File: config.mk
export PLATFORM = sky130hd
export DESIGN_NAME = grayscale_desaturation_blend
export DESIGN_NICKNAME = d
export VERILOG_FILES = /design/src/sv/gdb_pkg.sv /design/src/sv/gdb_luma.sv /design/src/sv/gdb_mix.sv /design/src/sv/grayscale_desaturation_blend.sv
export SDC_FILE = /design/constraint.sdc
export NUM_CORES = 2
export LEC_CHECK = 0
export BUFFER_PORTS_ARGS = -buffer_cell sky130_fd_sc_hd__clkbuf_2
export CAP_MARGIN = 20
export CORE_MARGIN = 8
export CORE_UTILIZATION = 47
export CTS_CLUSTER_SIZE = 8
export DETAILED_ROUTE_END_ITERATION = 10
export PLACE_DENSITY = 0.65
export SLEW_MARGIN = 30
export SYNTH_ARGS = -nofsm -noshare
export SYNTH_HDL_FRONTEND = slang
export SYNTH_SLANG_ARGS = --single-unit
export TNS_END_PERCENT = 100
File: constraint.sdc
create_clock -name clk -period 6 [get_ports clk]
set_input_delay 0.3 -clock clk [delete_from_list [all_inputs] [get_ports clk]]
set_output_delay 0.3 -clock clk [all_outputs]
set_load 0.1 [all_outputs]
File: src/sv/gdb_pkg.sv
// ----------------------------------------------------------------------------
// gdb_pkg
// Shared types and constants for the grayscale desaturation blend pipeline.
// ----------------------------------------------------------------------------
package gdb_pkg;

	localparam int CHAN_W   = 8;
	localparam int AMT_W    = 9;
	localparam int PROD_W   = 24;
	localparam int GRAY_W   = 24;
	localparam int AGRAY_W  = 32;
	localparam int WCHAN_W  = 16;
	localparam int ACC_W    = 33;

	// BT.601 luma weights in Q0.16, summing to 65536
	localparam logic [15:0] LUMA_WR = 16'd19595;
	localparam logic [15:0] LUMA_WG = 16'd38470;
	localparam logic [15:0] LUMA_WB = 16'd7471;

	localparam logic [AMT_W-1:0]  AMOUNT_FULL = 9'd256;
	localparam logic [ACC_W-1:0]  ROUND_HALF  = 33'h000800000;
	localparam logic [CHAN_W-1:0] CHAN_MAX    = 8'hFF;

	// red in the lowest byte
	typedef struct packed {
		logic [CHAN_W-1:0] alpha;
		logic [CHAN_W-1:0] blue;
		logic [CHAN_W-1:0] green;
		logic [CHAN_W-1:0] red;
	} pixel_t;

	typedef struct packed {
		pixel_t            pix;
		logic [GRAY_W-1:0] gray;
	} luma_item_t;

endpackage

File: src/sv/gdb_luma.sv
// ----------------------------------------------------------------------------
// gdb_luma
// Two-stage luma front end: weight products, then the Q8.16 luma sum.
// ----------------------------------------------------------------------------
module gdb_luma import gdb_pkg::*; (
	input  logic       clk,
	input  logic       arst_n,
	input  logic       in_valid,
	output logic       in_ready,
	input  pixel_t     in_pix,
	output logic       out_valid,
	input  logic       out_ready,
	output luma_item_t out_item
);

	logic              valid_s1;
	logic              valid_s2;
	pixel_t            pix_s1;
	logic [PROD_W-1:0] prod_r_s1;
	logic [PROD_W-1:0] prod_g_s1;
	logic [PROD_W-1:0] prod_b_s1;
	luma_item_t        item_s2;
	logic              en_s1;
	logic              en_s2;

	// a stage advances when it is empty or the next one takes its item
	assign en_s2    = !valid_s2 || out_ready;
	assign en_s1    = !valid_s1 || en_s2;
	assign in_ready = en_s1;

	always_ff @(posedge clk or negedge arst_n) begin
		if (!arst_n) begin
			valid_s1 <= 1'b0;
			valid_s2 <= 1'b0;
		end else begin
			if (en_s1) valid_s1 <= in_valid;
			if (en_s2) valid_s2 <= valid_s1;
		end
	end

	always_ff @(posedge clk) begin
		if (en_s1) begin
			pix_s1    <= in_pix;
			prod_r_s1 <= PROD_W'(LUMA_WR * in_pix.red);
			prod_g_s1 <= PROD_W'(LUMA_WG * in_pix.green);
			prod_b_s1 <= PROD_W'(LUMA_WB * in_pix.blue);
		end
		if (en_s2) begin
			item_s2.pix  <= pix_s1;
			item_s2.gray <= prod_r_s1 + prod_g_s1 + prod_b_s1;
		end
	end

	assign out_valid = valid_s2;
	assign out_item  = item_s2;

endmodule

File: src/sv/gdb_mix.sv
// ----------------------------------------------------------------------------
// gdb_mix
// Two-stage blend back end: channel and luma weighting, then round and clamp.
// ----------------------------------------------------------------------------
module gdb_mix import gdb_pkg::*; (
	input  logic             clk,
	input  logic             arst_n,
	input  logic [AMT_W-1:0] amount,
	input  logic             in_valid,
	output logic             in_ready,
	input  luma_item_t       in_item,
	output logic             out_valid,
	input  logic             out_ready,
	output pixel_t           out_pix
);

	logic               valid_s3;
	logic               valid_s4;
	logic [AMT_W-1:0]   inv_amt;
	logic [AGRAY_W-1:0] agray_s3;
	logic [WCHAN_W-1:0] wr_s3;
	logic [WCHAN_W-1:0] wg_s3;
	logic [WCHAN_W-1:0] wb_s3;
	logic [CHAN_W-1:0]  alpha_s3;
	pixel_t             pix_s4;
	logic               en_s3;
	logic               en_s4;

	function automatic logic [CHAN_W-1:0] round_clamp(
		input logic [WCHAN_W-1:0] wchan,
		input logic [AGRAY_W-1:0] agray
	);
		logic [ACC_W-1:0] acc;
		logic [8:0]       top;
		acc = {1'b0, wchan, 16'd0} + {1'b0, agray} + ROUND_HALF;
		top = acc[ACC_W-1:24];
		return top[8] ? CHAN_MAX : top[7:0];
	endfunction

	assign inv_amt  = AMOUNT_FULL - amount;
	assign en_s4    = !valid_s4 || out_ready;
	assign en_s3    = !valid_s3 || en_s4;
	assign in_ready = en_s3;

	always_ff @(posedge clk or negedge arst_n) begin
		if (!arst_n) begin
			valid_s3 <= 1'b0;
			valid_s4 <= 1'b0;
		end else begin
			if (en_s3) valid_s3 <= in_valid;
			if (en_s4) valid_s4 <= valid_s3;
		end
	end

	always_ff @(posedge clk) begin
		if (en_s3) begin
			agray_s3 <= AGRAY_W'({24'd0, amount} * {1'b0, in_item.gray});
			wr_s3    <= WCHAN_W'(inv_amt * in_item.pix.red);
			wg_s3    <= WCHAN_W'(inv_amt * in_item.pix.green);
			wb_s3    <= WCHAN_W'(inv_amt * in_item.pix.blue);
			alpha_s3 <= in_item.pix.alpha;
		end
		if (en_s4) begin
			pix_s4.red   <= round_clamp(wr_s3, agray_s3);
			pix_s4.green <= round_clamp(wg_s3, agray_s3);
			pix_s4.blue  <= round_clamp(wb_s3, agray_s3);
			pix_s4.alpha <= alpha_s3;
		end
	end

	assign out_valid = valid_s4;
	assign out_pix   = pix_s4;

endmodule

File: src/sv/grayscale_desaturation_blend.sv
// Throughput: one item per cycle while m_axis_tready does not stall the output;
// four register stages (luma products, luma sum, blend products, round and clamp)
// each hold one item and advance on their own.
// Reset: valid bits clear, the pipeline is empty, blend amount returns to full gray.
// ----------------------------------------------------------------------------
// grayscale_desaturation_blend
// RGBA stream desaturation: blend each color channel toward BT.601 luma.
// ----------------------------------------------------------------------------
module grayscale_desaturation_blend import gdb_pkg::*; (
	input  logic        clk,
	input  logic        arst_n,
	input  logic        cfg_we,
	input  logic [8:0]  cfg_wdata,     // blend_amount, Q1.8
	input  logic        s_axis_tvalid,
	output logic        s_axis_tready,
	input  logic [31:0] s_axis_tdata,  // red_in, green_in, blue_in, alpha_in
	output logic        m_axis_tvalid,
	input  logic        m_axis_tready,
	output logic [31:0] m_axis_tdata   // red_out, green_out, blue_out, alpha_out
);

	logic [AMT_W-1:0] amount_q;
	logic [AMT_W-1:0] amount_sat;
	logic             mid_valid;
	logic             mid_ready;
	luma_item_t       mid_item;
	pixel_t           res_pix;

	always_ff @(posedge clk or negedge arst_n) begin
		if (!arst_n) begin
			amount_q <= AMOUNT_FULL;
		end else if (cfg_we) begin
			amount_q <= cfg_wdata;
		end
	end

	// saturate anything above full gray
	assign amount_sat = (amount_q > AMOUNT_FULL) ? AMOUNT_FULL : amount_q;

	gdb_luma u_luma (
		.clk       (clk),
		.arst_n    (arst_n),
		.in_valid  (s_axis_tvalid),
		.in_ready  (s_axis_tready),
		.in_pix    (pixel_t'(s_axis_tdata)),
		.out_valid (mid_valid),
		.out_ready (mid_ready),
		.out_item  (mid_item)
	);

	gdb_mix u_mix (
		.clk       (clk),
		.arst_n    (arst_n),
		.amount    (amount_sat),
		.in_valid  (mid_valid),
		.in_ready  (mid_ready),
		.in_item   (mid_item),
		.out_valid (m_axis_tvalid),
		.out_ready (m_axis_tready),
		.out_pix   (res_pix)
	);

	assign m_axis_tdata = res_pix;

endmodule
Yosys cells after proc, flatten, opt, wreduce, memory -nomap -nowiden. Cells that the tools add are included.

Flip-flop bits (word level): 288. Input bits: 46.

Add/subtract/negate cells: 9. Multipliers: 7. Magnitude comparators: 1. Mux-type cells: 1. Reductions and logical operators: 8.

Operators with widths (number): adder 32 x 32 -> 33 bit (3); adder 33 x 24 -> 33 bit (second input constant) (3); multiplier 9 x 8 -> 16 bit (3); multiplier 15 x 8 -> 23 bit (first input constant) (2); multiplier 9 x 24 -> 32 bit (1); adder 23 x 24 -> 24 bit (1); adder 24 x 21 -> 24 bit (1); multiplier 13 x 8 -> 21 bit (first input constant) (1); greater-than comparator 9 bit (second input constant) (1); two-way mux 9 bit (1); subtractor 9 bit (first input constant) (1); zero test 1 bit (4); logical OR 1 bit (4).

Logic depth before layout (Yosys ltp).
Depth in word-level cells: 5. Mapped depth: 25.

Modules after synthesis. Synthesis repeated with hierarchy kept, for this count alone.

Cells, all modules: 2850. Area total of the unflattened synthesis: 30431.7 um^2.

By module, submodules not included: gdb_mix (times used 1, cells each 1859, area each 18197.5 um^2); gdb_luma (times used 1, cells each 963, area each 11807.6 um^2); grayscale_desaturation_blend (times used 1, cells each 28, area each 426.7 um^2).

Worst setup path after synthesis. No wires, ideal clock.

Path type: flip-flop to flip-flop. From: register u_mix.valid_s4, in the netlist u_mix.out_valid. To: register u_luma.pix_s1[0] (netlist bit) (enable). Setup time: 1695 ps. Arrival time: 4764 ps. Required time: 4305 ps. Path slack: -459 ps. Stages on the path, launching flop included: 3. Period minus slack after synthesis: 6459 ps. Cell sequence: dfrtp_1 nor2b_1 nand4_1.

Word-level cells in the longest chain between the ends: 5.

Ends and longest elaborated chain: start, declared (RTL line gdb_mix.sv:18) `logic valid_s4;`; start signal, assigned (RTL line gdb_mix.sv:51) `if (en_s4) valid_s4 <= valid_s3;`; zero test 1 bit (RTL line gdb_mix.sv:41) `assign en_s4 = !valid_s4 || out_ready;`; logical OR 1 bit (RTL line gdb_mix.sv:41); logical OR 1 bit (RTL line gdb_mix.sv:42) `assign en_s3 = !valid_s3 || en_s4;`; logical OR 1 bit (RTL line gdb_luma.sv:27) `assign en_s2 = !valid_s2 || out_ready;`; logical OR 1 bit (RTL line gdb_luma.sv:28) `assign en_s1 = !valid_s1 || en_s2;`; net s_axis_tready (RTL line grayscale_desaturation_blend.sv:15) `output logic s_axis_tready,`; end signal, assigned (RTL line gdb_luma.sv:43) `pix_s1 <= in_pix;`; end, declared (RTL line gdb_luma.sv:18) `pixel_t pix_s1;`.

The timed path passes the listed nets, and every way through them passes these cells. A chain may end at the register's enable or synchronous reset.

Final worst setup path.
From: register amount_q[8]. To: register u_mix.agray_s3[27], data pin.

Word-level cells in the longest chain between the ends: 3.

Ends and longest elaborated chain: start, declared (RTL line grayscale_desaturation_blend.sv:22) `logic [AMT_W-1:0] amount_q;`; start signal, assigned (RTL line grayscale_desaturation_blend.sv:33) `amount_q <= cfg_wdata;`; greater-than comparator 9 bit (RTL line grayscale_desaturation_blend.sv:38) `assign amount_sat = (amount_q > AMOUNT_FULL) ? AMOUNT_FULL : amount_q;`; two-way mux 9 bit (*) (RTL line grayscale_desaturation_blend.sv:38); multiplier 9 x 24 -> 32 bit (*) (RTL line gdb_mix.sv:57) `agray_s3 <= AGRAY_W'({24'd0, amount} * {1'b0, in_item.gray});`; end signal, assigned (RTL line gdb_mix.sv:57); end, declared (RTL line gdb_mix.sv:20) `logic [AGRAY_W-1:0] agray_s3;`.

Every way passes the cells marked *; elsewhere a longest branch is shown, timed or not.

==> impl_metrics.csv <==
group,metric,value,unit
timing,drv_slew,0,
outcome,status,"finished, final reports clean",
floorplanning,die_y,268,um
placed_design,dp_hpwl,54.0,mm
floorplanning,dieArea,71600,um2
timing,clock_skew,0.0264,ns
clocking,cts.clk_slew.worst_paths,0.05,ns
timing,hold_violations,0,
finish,diodes,0,
setup_path,startpoint_type,"flip-flop",
synthesis,yosysWarningCount,0,
setup_path,cp-end-kind,"flip-flop",
route,routed_wl,66.2,mm
hold_path,hp-class,"input port to flip-flop",
floorplanning,initial_core_util,0.474,
synthesis,synth_area_leader_cell,"edfxtp_1",
clocking,clockBufferDepth,3,
route,wl_per_cell,17.7,um
floorplanning,fp.dieW,268,um
setup_path,cp_max_fo,18,
clocking,htree_levels,2,
route,drtAntennaViolNets,0,
synthesis,syn_area_per_cell,10.8,um2
global_routing,grt_max_degree,78,
finish,layout.nets,3720,
route,vias_per_cell,5.19,
synthesis,asyncSetResetFlopFracSynth,0.0483,
global_routing,grt_pass1_vias,21200,
timing,tightest_slew,0.727,ns
setup_path,arrival,6.08,ns
clocking,cts_tree,"yes",
synthesis,synthTopCellsByArea,"edfxtp_1, fa_1, ha_1, and2_1, inv_1",
setup_path,cp_data_required_time,6.28,ns
global_routing,grt_pass1_wl,110,mm
synthesis,synth_edf_count,256,
finish,regArea,8020,um2
timing,period_minus_slack,5.81,ns
global_routing,grt-ovfl-total,0,
clocking,cts.sinks,269,
timing,setup_viol,0,
finish,drive_gt1_frac,0.0742,
finish,nFillCells,5486,
placed_design,io_buffers,79,
timing,clock.fmax,0.172,GHz
synthesis,ys_seq_area_frac,0.269,
synthesis,synthCells,2757,
setup_path,worstSetupPathType,"flip-flop to flip-flop",
synthesis,synth.cell_area,29800,um2
clocking,cts_buffers,40,
synthesis,synth_nets,3607,
placed_design,place.gp.congestion,0.905,
synthesis,synth.top_cell.area_share,0.258,
floorplanning,rows,92,
global_routing,grt_usage,0.193,
timing,period_share,0.968,
route,vias,19400,
synthesis,synth.most_common_cell,"inv_1",
global_routing,antenna_found_initial,0,
floorplanning,core_area,62900,um2
floorplanning,ios,80,
finish,multi_input_area,19900,um2
synthesis,synth_ff_type,"edfxtp_1",
route,first_iter_violations,944,
job,drv_cap,0,
route,post-route-drc-count,0,
synthesis,ys_seq_elements,269,
timing,relSlewSlack,0.515,
clocking,root_buffer,"clkbuf_16",
synthesis,synth_cell_types,73,
finish,area.growth.synth_to_final,9.87,%
finish,fin_util,0.520,
placed_design,dp_cells,3660,
synthesis,synthTopCellsByCount,"inv_1, ha_1, fa_1",
route,drt_pass1_iterations,4,
clocking,insertion_delay,0.55,ns
finish,instances_no_fill,3732,
per-layer routing:
metal  GRT usage  wire length (um)  part of all wire
met1       0.249             29300              0.44
met2       0.338             32700              0.49
met3      0.0227              2540             0.038
met4      0.0570              1640             0.025
met5           0                 0                 0
registers in the layout (all words and copies together), names as in the netlist, 8 cells and up:
register and count:
u_luma.out_item 56, u_luma.pix_s1 32, u_mix.out_pix 32, u_luma.prod_g_s1 22, u_luma.prod_r_s1 22, u_luma.prod_b_s1 20
u_mix.agray_s3 16, u_mix.wb_s3 16, u_mix.wg_s3 16, u_mix.wr_s3 16, amount_q 9, u_mix.alpha_s3 8
critical path, stage by stage (launching register included):
cell and delay, ns:
dfstp_2 0.63, clkbuf_4 0.21, nor2b_1 0.08, buf_12 0.16, and2_1 0.17, fa_1 0.55, fa_1 0.44, fa_1 0.55
inv_1 0.06, fa_1 0.53, inv_1 0.04, ha_1 0.30, a21o_1 0.20, a211oi_2 0.28, and4bb_2 0.32, nor3_4 0.07
nor3_2 0.24, o21ai_2 0.12, a21o_1 0.22, a211oi_1 0.29, nor2_1 0.07
layout by cell type (no fill, tap or decap), types with 13 or more instances in the layout:
master	synthesis	routed
xor2_1	37	37
fa_1	359	359
nand2_1	199	198
o21ai_0	43	39
o21bai_1	13	13
nand3_1	19	18
a21o_1	23	23
edfxtp_1	256	256
clkbuf_16	0	42
nor3_1	42	41
inv_1	469	468
nor2_1	94	94
clkbuf_2	0	79
buf_4	0	29
o21a_1	20	20
nor2b_1	27	24
clkbuf_1	43	13
and2_1	283	283
xnor2_1	100	100
ha_1	445	444
nand2b_1	21	21
or3_1	15	15
a21oi_1	67	67
o21ai_1	11	14
kinds of logic after synthesis:
kind of cell | Yosys count | share of synthesized area
DFF | 269 | 0.269
xor gates and xnor gates | 139 | 0.0414
AOI/OAI and AO/OA | 263 | 0.0594
muxes | 10 | 0.00374
adders and majority gates | 804 | 0.429
buffers and inverters | 525 | 0.0663
and+or+nand+nor | 747 | 0.131
final timing paths:
| check | startpoint | endpoint | slack, ns | cells after the start |
|---|---|---|---|---|
| worst max-delay path | amount_q[8] | u_mix.agray_s3[27] | 0.19 | 20 |
| worst min-delay path | cfg_wdata[4] | amount_q[4] | 0.04 | 2 |
| worst max register to register | amount_q[8] | u_mix.agray_s3[27] | 0.19 | 20 |
| worst min register to register | u_luma.out_item[52] | u_mix.alpha_s3[4] | 0.40 | 0 |
| max in group asynchronous | arst_n | u_mix.out_valid | 5.47 | 2 |
| min in group asynchronous | arst_n | amount_q[3] | 0.20 | 2 |
stage by stage:
step                hold WS [ns]  worst slack, ns  instance area [um2]  TNS (ns)
finish                    0.0382            0.195                32700         0
CTS                      0.00579           0.0405                32600         0
global placement           0.225            0.170                31300         0
floorplan                0.00441          -0.0135                29800     -1.30
detailed placement         0.231           0.0727                31300         0
global route              0.0199         -0.00205                32700  -0.00205
timing repair:
item                                    CTS  global route
endpoints found under the setup margin    0            15
gates resized for setup                   0            21
endpoints found under the hold margin    24             0
hold buffers                             12             0
buffers inserted                          0             2
final cells by class:
type | count | area share
Multi-Input combinational cell | 1963 | 0.608
Sequential cell | 269 | 0.245
Inverter | 469 | 0.0538
Clock buffer | 55 | 0.0336
Tap cell | 846 | 0.0324
Timing Repair Buffer | 127 | 0.0258
Clock inverter | 3 | 0.00153
Power is not shown: default switching activity piles up to over one toggle a cycle in this logic, so the estimate is an artifact.
